===== src/hw/rtl/spq_pkg.sv =====
// ----------------------------------------------------------------------------
// spq_pkg
// Types and codes shared by the stable priority task queue and its cells.
// ----------------------------------------------------------------------------
`default_nettype none

package spq_pkg;

  localparam int HANDLE_W      = 32;
  localparam int PRIO_IN_W     = 16;
  localparam int PRIO_FIELD_W  = 15;
  localparam int COUNT_FIELD_W = 5;
  localparam int PRIO_WIDE_W   = 31;
  localparam int COUNT_WIDE_W  = 9;

  localparam logic OP_PUSH = 1'b0;
  localparam logic OP_POP  = 1'b1;

  typedef enum logic [1:0] {
    ST_OK       = 2'd0,
    ST_EMPTY    = 2'd1,
    ST_FULL     = 2'd2,
    ST_NEGATIVE = 2'd3
  } spq_status_t;

  typedef struct packed {
    logic                        op;
    logic [HANDLE_W-1:0]         task_handle;
    logic signed [PRIO_IN_W-1:0] task_priority;
  } spq_in_t;

  typedef struct packed {
    spq_status_t              status;
    logic [HANDLE_W-1:0]      popped_handle;
    logic [PRIO_FIELD_W-1:0]  popped_priority;
    logic [COUNT_FIELD_W-1:0] entry_count;
  } spq_out_t;

  typedef struct packed {
    logic push_en;
    logic pop_en;
  } spq_ctrl_t;

endpackage

`default_nettype wire


===== src/hw/rtl/spq_cell.sv =====
// ----------------------------------------------------------------------------
// spq_cell
// One queue slot: holds a priority and a handle, keeps, takes the new task,
// or shifts from a neighbor.
// ----------------------------------------------------------------------------
`default_nettype none

module spq_cell #(
  parameter int PRIORITY_BITS = 15
) (
  input  wire                          clk,
  input  spq_pkg::spq_ctrl_t           ctrl,
  input  wire                          occupied,
  input  wire  [PRIORITY_BITS-1:0]     new_prio,
  input  wire  [spq_pkg::HANDLE_W-1:0] new_handle,
  input  wire                          left_keep,
  input  wire  [PRIORITY_BITS-1:0]     left_prio,
  input  wire  [spq_pkg::HANDLE_W-1:0] left_handle,
  input  wire  [PRIORITY_BITS-1:0]     right_prio,
  input  wire  [spq_pkg::HANDLE_W-1:0] right_handle,
  output logic                         keep,
  output logic [PRIORITY_BITS-1:0]     prio,
  output logic [spq_pkg::HANDLE_W-1:0] handle
);
  import spq_pkg::*;

  logic [PRIORITY_BITS-1:0] prio_r, prio_nxt;
  logic [HANDLE_W-1:0]      handle_r, handle_nxt;

  // entries at or below the new priority stay in front of it
  assign keep   = occupied && (prio_r <= new_prio);
  assign prio   = prio_r;
  assign handle = handle_r;

  always_comb begin
    prio_nxt   = prio_r;
    handle_nxt = handle_r;
    if (ctrl.push_en && !keep) begin
      if (left_keep) begin
        prio_nxt   = new_prio;
        handle_nxt = new_handle;
      end else begin
        prio_nxt   = left_prio;
        handle_nxt = left_handle;
      end
    end else if (ctrl.pop_en) begin
      prio_nxt   = right_prio;
      handle_nxt = right_handle;
    end
  end

  always_ff @(posedge clk) begin
    prio_r   <= prio_nxt;
    handle_r <= handle_nxt;
  end

endmodule

`default_nettype wire


===== src/hw/rtl/stable_priority_task_queue.sv =====
// ----------------------------------------------------------------------------
// stable_priority_task_queue
// Bounded task queue kept sorted by priority, equal priorities in FIFO order.
// ----------------------------------------------------------------------------
// Usage:
//   in_valid/in_ready carry one beat per push (op 0) or pop (op 1).
//   out_valid/out_ready return exactly one result beat per input beat:
//   status, popped task and priority on a good pop, and the entry count.
//   The slots form a row of cells; a push compares its priority in every
//   cell at once and the row shifts right behind the insert point, a pop
//   shifts the row left and the head cell delivers the task.
//   The result is registered: it appears in the output register in the
//   cycle after the input beat. Throughput is one item per cycle while
//   no result waits with out_ready low, set by the cell row's compare-and-shift.
//   While a result waits with out_ready low, in_ready drops; it stays high
//   when the waiting result is taken in the same cycle.
//   Reset empties the queue and clears the output register; slot contents
//   are not cleared and are never read before being written.
// ----------------------------------------------------------------------------
`default_nettype none

module stable_priority_task_queue #(
  parameter int QUEUE_DEPTH   = 16,
  parameter int PRIORITY_BITS = 15
) (
  input  wire                clk,
  input  wire                rst_n,
  input  wire                in_valid,
  output logic               in_ready,
  input  spq_pkg::spq_in_t   in_data,
  output logic               out_valid,
  input  wire                out_ready,
  output spq_pkg::spq_out_t  out_data
);
  import spq_pkg::*;

  localparam int CW = $clog2(QUEUE_DEPTH + 1);

  logic [CW-1:0] count_r, count_nxt;
  logic          out_valid_r, out_valid_nxt;
  spq_out_t      out_data_r, out_data_nxt;

  logic accept, is_neg, is_full, is_empty, push_ok, pop_ok;
  spq_ctrl_t ctrl;

  logic [PRIO_WIDE_W-1:0]   prio_wide, head_wide;
  logic [PRIORITY_BITS-1:0] new_prio;
  logic [COUNT_WIDE_W-1:0]  count_wide;

  logic [PRIORITY_BITS-1:0] cell_prio   [QUEUE_DEPTH];
  logic [HANDLE_W-1:0]      cell_handle [QUEUE_DEPTH];
  logic                     cell_keep   [QUEUE_DEPTH];

  assign in_ready  = !out_valid_r || out_ready;
  assign out_valid = out_valid_r;
  assign out_data  = out_data_r;

  assign accept   = in_valid && in_ready;
  assign is_neg   = in_data.task_priority[PRIO_IN_W-1];
  assign is_full  = (count_r == CW'(QUEUE_DEPTH));
  assign is_empty = (count_r == '0);
  assign push_ok  = accept && (in_data.op == OP_PUSH) && !is_neg && !is_full;
  assign pop_ok   = accept && (in_data.op == OP_POP) && !is_empty;

  assign ctrl.push_en = push_ok;
  assign ctrl.pop_en  = pop_ok;

  assign prio_wide = {{(PRIO_WIDE_W-PRIO_FIELD_W){1'b0}},
                      in_data.task_priority[PRIO_FIELD_W-1:0]};
  assign new_prio  = prio_wide[PRIORITY_BITS-1:0];
  assign head_wide = PRIO_WIDE_W'(cell_prio[0]);

  for (genvar i = 0; i < QUEUE_DEPTH; i++) begin : g_cell
    logic                     lk;
    logic [PRIORITY_BITS-1:0] lp, rp;
    logic [HANDLE_W-1:0]      lh, rh;

    if (i == 0) begin : g_first
      assign lk = 1'b1;
      assign lp = new_prio;
      assign lh = in_data.task_handle;
    end else begin : g_left
      assign lk = cell_keep[i-1];
      assign lp = cell_prio[i-1];
      assign lh = cell_handle[i-1];
    end

    if (i == QUEUE_DEPTH - 1) begin : g_last
      assign rp = '0;
      assign rh = '0;
    end else begin : g_right
      assign rp = cell_prio[i+1];
      assign rh = cell_handle[i+1];
    end

    spq_cell #(
      .PRIORITY_BITS(PRIORITY_BITS)
    ) u_cell (
      .clk         (clk),
      .ctrl        (ctrl),
      .occupied    (count_r > CW'(i)),
      .new_prio    (new_prio),
      .new_handle  (in_data.task_handle),
      .left_keep   (lk),
      .left_prio   (lp),
      .left_handle (lh),
      .right_prio  (rp),
      .right_handle(rh),
      .keep        (cell_keep[i]),
      .prio        (cell_prio[i]),
      .handle      (cell_handle[i])
    );
  end

  always_comb begin
    count_nxt = count_r;
    if (push_ok) begin
      count_nxt = count_r + CW'(1);
    end else if (pop_ok) begin
      count_nxt = count_r - CW'(1);
    end
  end

  assign count_wide = COUNT_WIDE_W'(count_nxt);

  always_comb begin
    out_valid_nxt = out_valid_r;
    out_data_nxt  = out_data_r;
    if (out_valid_r && out_ready) begin
      out_valid_nxt = 1'b0;
    end
    if (accept) begin
      out_valid_nxt                = 1'b1;
      out_data_nxt.popped_handle   = '0;
      out_data_nxt.popped_priority = '0;
      out_data_nxt.entry_count     = count_wide[COUNT_FIELD_W-1:0];
      if (in_data.op == OP_PUSH) begin
        if (is_neg) begin
          out_data_nxt.status = ST_NEGATIVE;
        end else if (is_full) begin
          out_data_nxt.status = ST_FULL;
        end else begin
          out_data_nxt.status = ST_OK;
        end
      end else begin
        if (is_empty) begin
          out_data_nxt.status = ST_EMPTY;
        end else begin
          out_data_nxt.status          = ST_OK;
          out_data_nxt.popped_handle   = cell_handle[0];
          out_data_nxt.popped_priority = head_wide[PRIO_FIELD_W-1:0];
        end
      end
    end
  end

  always_ff @(posedge clk) begin
    if (!rst_n) begin
      count_r     <= '0;
      out_valid_r <= 1'b0;
      out_data_r  <= '0;
    end else begin
      count_r     <= count_nxt;
      out_valid_r <= out_valid_nxt;
      out_data_r  <= out_data_nxt;
    end
  end

endmodule

`default_nettype wire


===== config.mk =====
export PLATFORM = sky130hd
export DESIGN_NAME = stable_priority_task_queue
export DESIGN_NICKNAME = d
export VERILOG_FILES = /design/src/hw/rtl/spq_pkg.sv /design/src/hw/rtl/spq_cell.sv /design/src/hw/rtl/stable_priority_task_queue.sv
export SDC_FILE = /design/constraint.sdc
export NUM_CORES = 2
export LEC_CHECK = 0
export BUFFER_PORTS_ARGS = -buffer_cell sky130_fd_sc_hd__buf_4
export CAP_MARGIN = 5
export CORE_MARGIN = 2
export CORE_UTILIZATION = 65
export DETAILED_ROUTE_END_ITERATION = 10
export PLACE_DENSITY = 0.91
export SETUP_SLACK_MARGIN = 0.3
export SLEW_MARGIN = 40
export SYNTH_ARGS = -nofsm -noshare
export SYNTH_HDL_FRONTEND = slang
export SYNTH_SLANG_ARGS = --single-unit

===== constraint.sdc =====
create_clock -name clk -period 16.5 [get_ports clk]
set_input_delay 1.65 -clock clk [delete_from_list [all_inputs] [get_ports clk]]
set_output_delay 1.65 -clock clk [all_outputs]
set_load 0.02 [all_outputs]

After elaboration in Yosys (flattened, before gate mapping) --
Cells that the tools add are included.
Storage, ports and cells: input port bits 53, bits in registers 812
Operators by class: order comparisons 32, multiplexer cells 104, eq/ne operators 1, reductions and logical operators 78, add/sub/neg operators 2, bitwise gates (word level) 1
Operators with widths (number):
- two-way mux 32 bit | 47
- two-way mux 15 bit | 47
- less-or-equal comparator 15 bit | 16
- two-way mux 47 bit | 2
- > comparator 5 x 4 -> 1 bit, second input constant | 8
- logical AND 1 bit | 39
- nonzero test 2 bit | 17
- > comparator 5 x 3 -> 1 bit, second input constant | 4
- zero test 1 bit | 20
- > comparator 5 x 1 -> 1 bit, second input constant | 2
- > comparator 5 x 2 -> 1 bit, second input constant | 2
- two-way mux 5 bit | 2
- two-way mux 2 bit | 3
- adder 5 x 1 -> 5 bit, second input constant | 1
- == test 5 bit, second input constant | 1
- zero test 5 bit | 1
- subtractor 5 x 1 -> 5 bit, second input constant | 1
- two-way mux 1 bit | 3
- logical OR 1 bit | 1
- NOT 1 bit | 1

Depth between registers and ports, before layout --
depth in word-level cells 8, gate-level depth with buffers 13, gate-level depth less buffers 8

Cells and area by module --
Synthesis repeated with hierarchy kept, for this count alone.
Unflattened totals: cell total of the unflattened synthesis 3679, area, all modules 50881.3 um^2
By module, submodules not included:
- spq_cell | times used 16, cells each 212, sequential area each 1411.4 um^2, area each 3022.9 um^2
- stable_priority_task_queue | times used 1, cells each 287, sequential area each 1201.2 um^2, area each 2514.9 um^2

Worst setup path before layout --
No wires, ideal clock.
kind input to register, start input in_data[13] in the netlist's numbering, end register g_cell[4].u_cell.handle_r[0] (enable), path slack 9.336 ns, arrival time 6.648 ns, stages on the path 9, required time 15.983 ns, buffers on the path 2, path through inv_1 > ha_1 > nand4_1 > nor3_1 > o31a_1 > o21ai_1 > buf_2 > buf_2 > o21ai_0
Between the ends: word-level cells in the longest chain between the ends 5
Ends and longest elaborated chain:
- from (decl) | line stable_priority_task_queue.sv:30 | input spq_pkg::spq_in_t in_data,
- less-or-equal comparator 15 bit | line spq_cell.sv:31 | assign keep = occupied && (prio_r <= new_prio);
- logical AND 1 bit | line spq_cell.sv:31
- zero test 1 bit | line spq_cell.sv:38 | if (ctrl.push_en && !keep) begin
- logical AND 1 bit | line spq_cell.sv:38
- nonzero test 2 bit (no source line)
- to (signal assigned) | line spq_cell.sv:54 | handle_r <= handle_nxt;
- to (decl) | line spq_cell.sv:28 | logic [HANDLE_W-1:0] handle_r, handle_nxt;
Every way passes these cells. A chain may end at the register's enable or synchronous reset.

Final worst setup path --
start input in_data[11] in the netlist's numbering, end register g_cell[5].u_cell.handle_r[18] (enable)
Between the ends: word-level cells in the longest chain between the ends 5
Ends and longest elaborated chain (line):
- less-or-equal comparator 15 bit | spq_cell.sv:31
- logical AND 1 bit | spq_cell.sv:31
- zero test 1 bit | spq_cell.sv:38
- logical AND 1 bit | spq_cell.sv:38
- nonzero test 2 bit (no source line)
- to (signal assigned) | spq_cell.sv:54
- to (decl) | spq_cell.sv:28
Every way passes these cells.

==> results.py <==
metrics = {
    "cells_and_area": {
        "final-seq-area_um2": 23800,
        "drive_gt1_share_pct": 15.7,
        "multi_input_combinational_cell_area_um2": 21800,
        "design_area_um2": 51600,
        "nets": 4456,
        "num-fill-cells": 4406,
        "most_common_cell_after_layout_fill_and_taps_aside": "sky130_fd_sc_hd__edfxtp_1",
        "layout_common_cells": "752 x sky130_fd_sc_hd__edfxtp_1, 444 x sky130_fd_sc_hd__nor2_1, 373 x sky130_fd_sc_hd__a21oi_1, 333 x sky130_fd_sc_hd__mux2i_1, 255 x sky130_fd_sc_hd__mux2_2",
        "area_delta_synth_final_pct": 10.3,
        "finish.cell_count_without_fillers": 5183,
    },
    "floorplan": {
        "floorplan.io_pins": 109,
        "core_ar_um2": 71400,
        "row_count": 98,
        "dieArea_um2": 74200,
        "die-height_um": 272,
        "floorplan.die.width_um": 272,
        "start_util_pct": 65.6,
    },
    "critical_path": {
        "critical_path.reg2reg.startpoint": "count_r[0]$_SDFF_PN0_",
        "rr_worst_depth": 9,
        "critPathMaxFanout": 37,
        "critical_path.n_buffers_inverters": 4,
        "worst-path-stages": 10,
        "cpMaxStageDelayCell": "sky130_fd_sc_hd__buf_4",
        "timing.setup.critical_path_class": "input pin to register",
        "max_stage_delay_ns": 0.74,
        "worst-endpoint-arrival_ns": 5.74,
        "path_delay_family": "buffers and inverters",
        "worst_setup_path_start_kind": "input pin",
        "crit_top_cell": "sky130_fd_sc_hd__buf_4",
        "critPathRequiredTime_ns": 16.80,
        "cp-end-kind": "register",
        "worstPathCellList": "buf_4, inv_1, ha_1, nand4_1, nor3_1, o31ai_1, a311oi_4, buf_4, nand2b_2, buf_4",
        "setup.worst_path.start": "in_data[11]",
    },
    "synth": {
        "synth_warnings": 0,
        "syn_nets": 4536,
        "synthesis.instances": 4238,
        "synth-seq-area-share_pct": 50.8,
        "async_reset_ff_share_pct": 0,
        "syn_avg_cell_area_um2": 11.1,
        "synthesis.area_um2": 46800,
        "unique_masters_post_synth": 66,
        "synthFlopType": "sky130_fd_sc_hd__edfxtp_1",
        "synth-edff-count": 752,
        "ys_ff_latch": 812,
    },
    "placed_design": {
        "placement.io_buffers": 108,
        "detailed_place_hpwl_um": 96400,
        "routability_congestion_estimate_from_global_placement": 1.06,
        "numPlacedInstances": 5011,
        "dp_slack_ns": 10.66,
        "placed_standard_cell_area_um2": 48500,
    },
    "timing": {
        "rsz0062_at_grt": "false",
        "timing.final.crit_period_ns": 5.44,
        "drv_slew": 0,
        "achievable-frequency_mhz": 184,
        "setup_total_negative_slack_ns": 0,
        "tightest_slew_ns": 0.982,
        "clock_skew_ns": 0.0755,
        "layout_worst_path_cycle_share_pct": 33.0,
        "final.hold.worst_slack_ns": 0.461,
        "hold_viol": 0,
        "setup-violations-final": 0,
        "relSlewSlack_pct": 33.9,
        "post-route-worst-setup-slack_ns": 11.06,
    },
    "global_route": {
        "track_usage_pct": 43.8,
        "grt_antenna_before_repair": 6,
        "grt_overflow_total": 0,
        "largest_net_degree_at_the_start_of_global_routing": 95,
        "grt_pass1_vias": 39800,
        "grt_pass1_wl_um": 243000,
    },
    "cts": {
        "cts.reportedPaths.clkPinSlew_ns": 0.06,
        "htree_num_levels": 3,
        "cts_stage_hold_buffer_count": 0,
        "clock_path_buffers": 3,
        "post_cts_buffers": 0,
        "postCtsResizedCells": 0,
        "cts_root_buffer": "sky130_fd_sc_hd__clkbuf_16",
        "tritoncts": "built",
        "clock_insertion_delay_worst_skew_ns": 0.72,
        "clock_buffer_count_from_cts": 87,
        "clock_sink_count": 812,
    },
    "worst_hold_path": {
        "hold_path_startpoint": "out_data[3]$_SDFFE_PN0P_",
        "hold-path-cell-count": 2,
        "hold_class": "register to register",
    },
    "route": {
        "wire_per_inst_um": 32.0,
        "route.antenna.remaining_nets": 0,
        "routed-via-count": 40000,
        "finalWirelength_um": 166000,
        "detail_route.iter0.violations": 7127,
        "drt_drc_violations_left": 0,
        "vias_per_cell": 7.71,
        "first_pass_iters": 9,
    },
    "power_and_ir_drop": {
        "power.ir.vdd_worst_mv": 0.0770,
        "netSwitchingFraction_pct": 30.4,
        "fraction_of_power_consumed_by_combinational_cells_pct": 18.7,
        "clock_power_share_pct": 36.1,
        "power.internal_w": 0.00404,
        "p_leak_nw": 19.9,
        "power.density_nw_per_um2": 112,
        "total_switching_power_w": 0.00177,
        "share_seq_of_total_power_pct": 45.2,
    },
    "outcome": {
        "result_of_the_run": "complete, no violations",
    },
    "flow_run": {
        "cap_viol_max_count": 0,
    },
}
==> stage by stage <==
| step | utilization (%) | power, W |
|---|---|---|
| final | 72.4 | 0.00581 |
| after detailed placement | 67.9 | 0.00365 |
| after CTS | 72.1 | 0.00571 |
| after global routing | 72.4 | 0.00590 |
| after global placement | 67.6 | 0.00359 |
| after floorplan | - | 0.00326 |
==> cells in the mapped netlist, types with 17 or more instances <==
library cell / number / share of area [%]
sky130_fd_sc_hd__inv_1: 43 / 0.34
sky130_fd_sc_hd__nand3_1: 115 / 1.2
sky130_fd_sc_hd__mux2_1: 23 / 0.55
sky130_fd_sc_hd__o21ai_0: 234 / 2.5
sky130_fd_sc_hd__mux2i_1: 333 / 7.1
sky130_fd_sc_hd__ha_1: 245 / 6.5
sky130_fd_sc_hd__buf_2: 107 / 1.1
sky130_fd_sc_hd__buf_4: 17 / 0.27
sky130_fd_sc_hd__mux2_2: 255 / 6.1
sky130_fd_sc_hd__a211oi_1: 26 / 0.42
sky130_fd_sc_hd__clkbuf_1: 219 / 1.8
sky130_fd_sc_hd__edfxtp_1: 752 / 48
sky130_fd_sc_hd__nor2_1: 445 / 3.6
sky130_fd_sc_hd__o22a_1: 47 / 0.88
sky130_fd_sc_hd__and2_1: 40 / 0.53
sky130_fd_sc_hd__and3_1: 51 / 0.68
sky130_fd_sc_hd__a31oi_1: 149 / 2.0
sky130_fd_sc_hd__a22oi_1: 97 / 1.6
sky130_fd_sc_hd__a32o_1: 47 / 1.0
sky130_fd_sc_hd__a21oi_1: 377 / 4.0
sky130_fd_sc_hd__nand2_1: 252 / 2.0
sky130_fd_sc_hd__nand4_1: 32 / 0.43
sky130_fd_sc_hd__dfxtp_1: 60 / 2.6
sky130_fd_sc_hd__a2bb2oi_1: 94 / 1.8
==> tightest hold or removal path, stage by stage (launching register included) <==
cell	delay [ns]
sky130_fd_sc_hd__dfxtp_1	0.31
sky130_fd_sc_hd__nand2_1	0.05
sky130_fd_sc_hd__a21oi_1	0.05
==> power by group through the flow <==
stage	clock [W]	sequential, W	combinational (W)
global placement	0	0.00265	0.000944
finish	0.00210	0.00262	0.00109
global route	0.00215	0.00263	0.00112
CTS	0.00207	0.00262	0.00102
detailed placement	0	0.00265	0.000998
floorplan	0	0.00261	0.000649
==> cell families after synthesis <==
| family | after synthesis | share of synthesized area, % |
|---|---|---|
| AND/OR/NAND/NOR | 1017 | 9.66 |
| adder cells (fa/ha/maj) | 245 | 6.55 |
| buffers and inverters | 410 | 3.81 |
| AO/OA/AOI/OAI | 1140 | 15.3 |
| XOR/XNOR | 3 | 0.0561 |
| multiplexers | 611 | 13.8 |
| flip-flops | 812 | 50.8 |
==> layout make-up <==
cell class / count / share of cell area (%)
Inverter: 45 / 0.334
Antenna cell: 1 / 0.00485
Clock inverter: 47 / 1.15
Tap cell: 950 / 2.30
Clock buffer: 116 / 4.60
Sequential cell: 812 / 46.1
Multi-Input combinational cell: 3016 / 42.2
Timing Repair Buffer: 196 / 3.31
==> sequential cells by signal (all words and copies together) (netlist names) <==
register and count:
count_r 5, g_cell.u_cell.handle 512, g_cell.u_cell.prio 240, out_data 54
out_valid 1
==> routing by layer <==
| layer | up-vias | share of wire [%] | track usage, % |
|---|---|---|---|
| met5 | - | 0.031 | 0 |
| met4 | 6 | 8.5 | 32.6 |
| met3 | 1067 | 18 | 16.1 |
| met2 | 4332 | 41 | 62.8 |
| met1 | 18600 | 33 | 54.3 |
| li1 | 16000 | - | - |
==> path summary, 6_finish.rpt <==
check / endpoint / slack, ns
min: out_data[3]$_SDFFE_PN0P_ / 0.46
min reg2reg: out_data[3]$_SDFFE_PN0P_ / 0.46
max: g_cell[5].u_cell.handle[18]$_DFFE_PP_ / 11.06
max reg2reg: g_cell[5].u_cell.handle[18]$_DFFE_PP_ / 11.87
No activity file was read; power rests on OpenSTA's default activity.
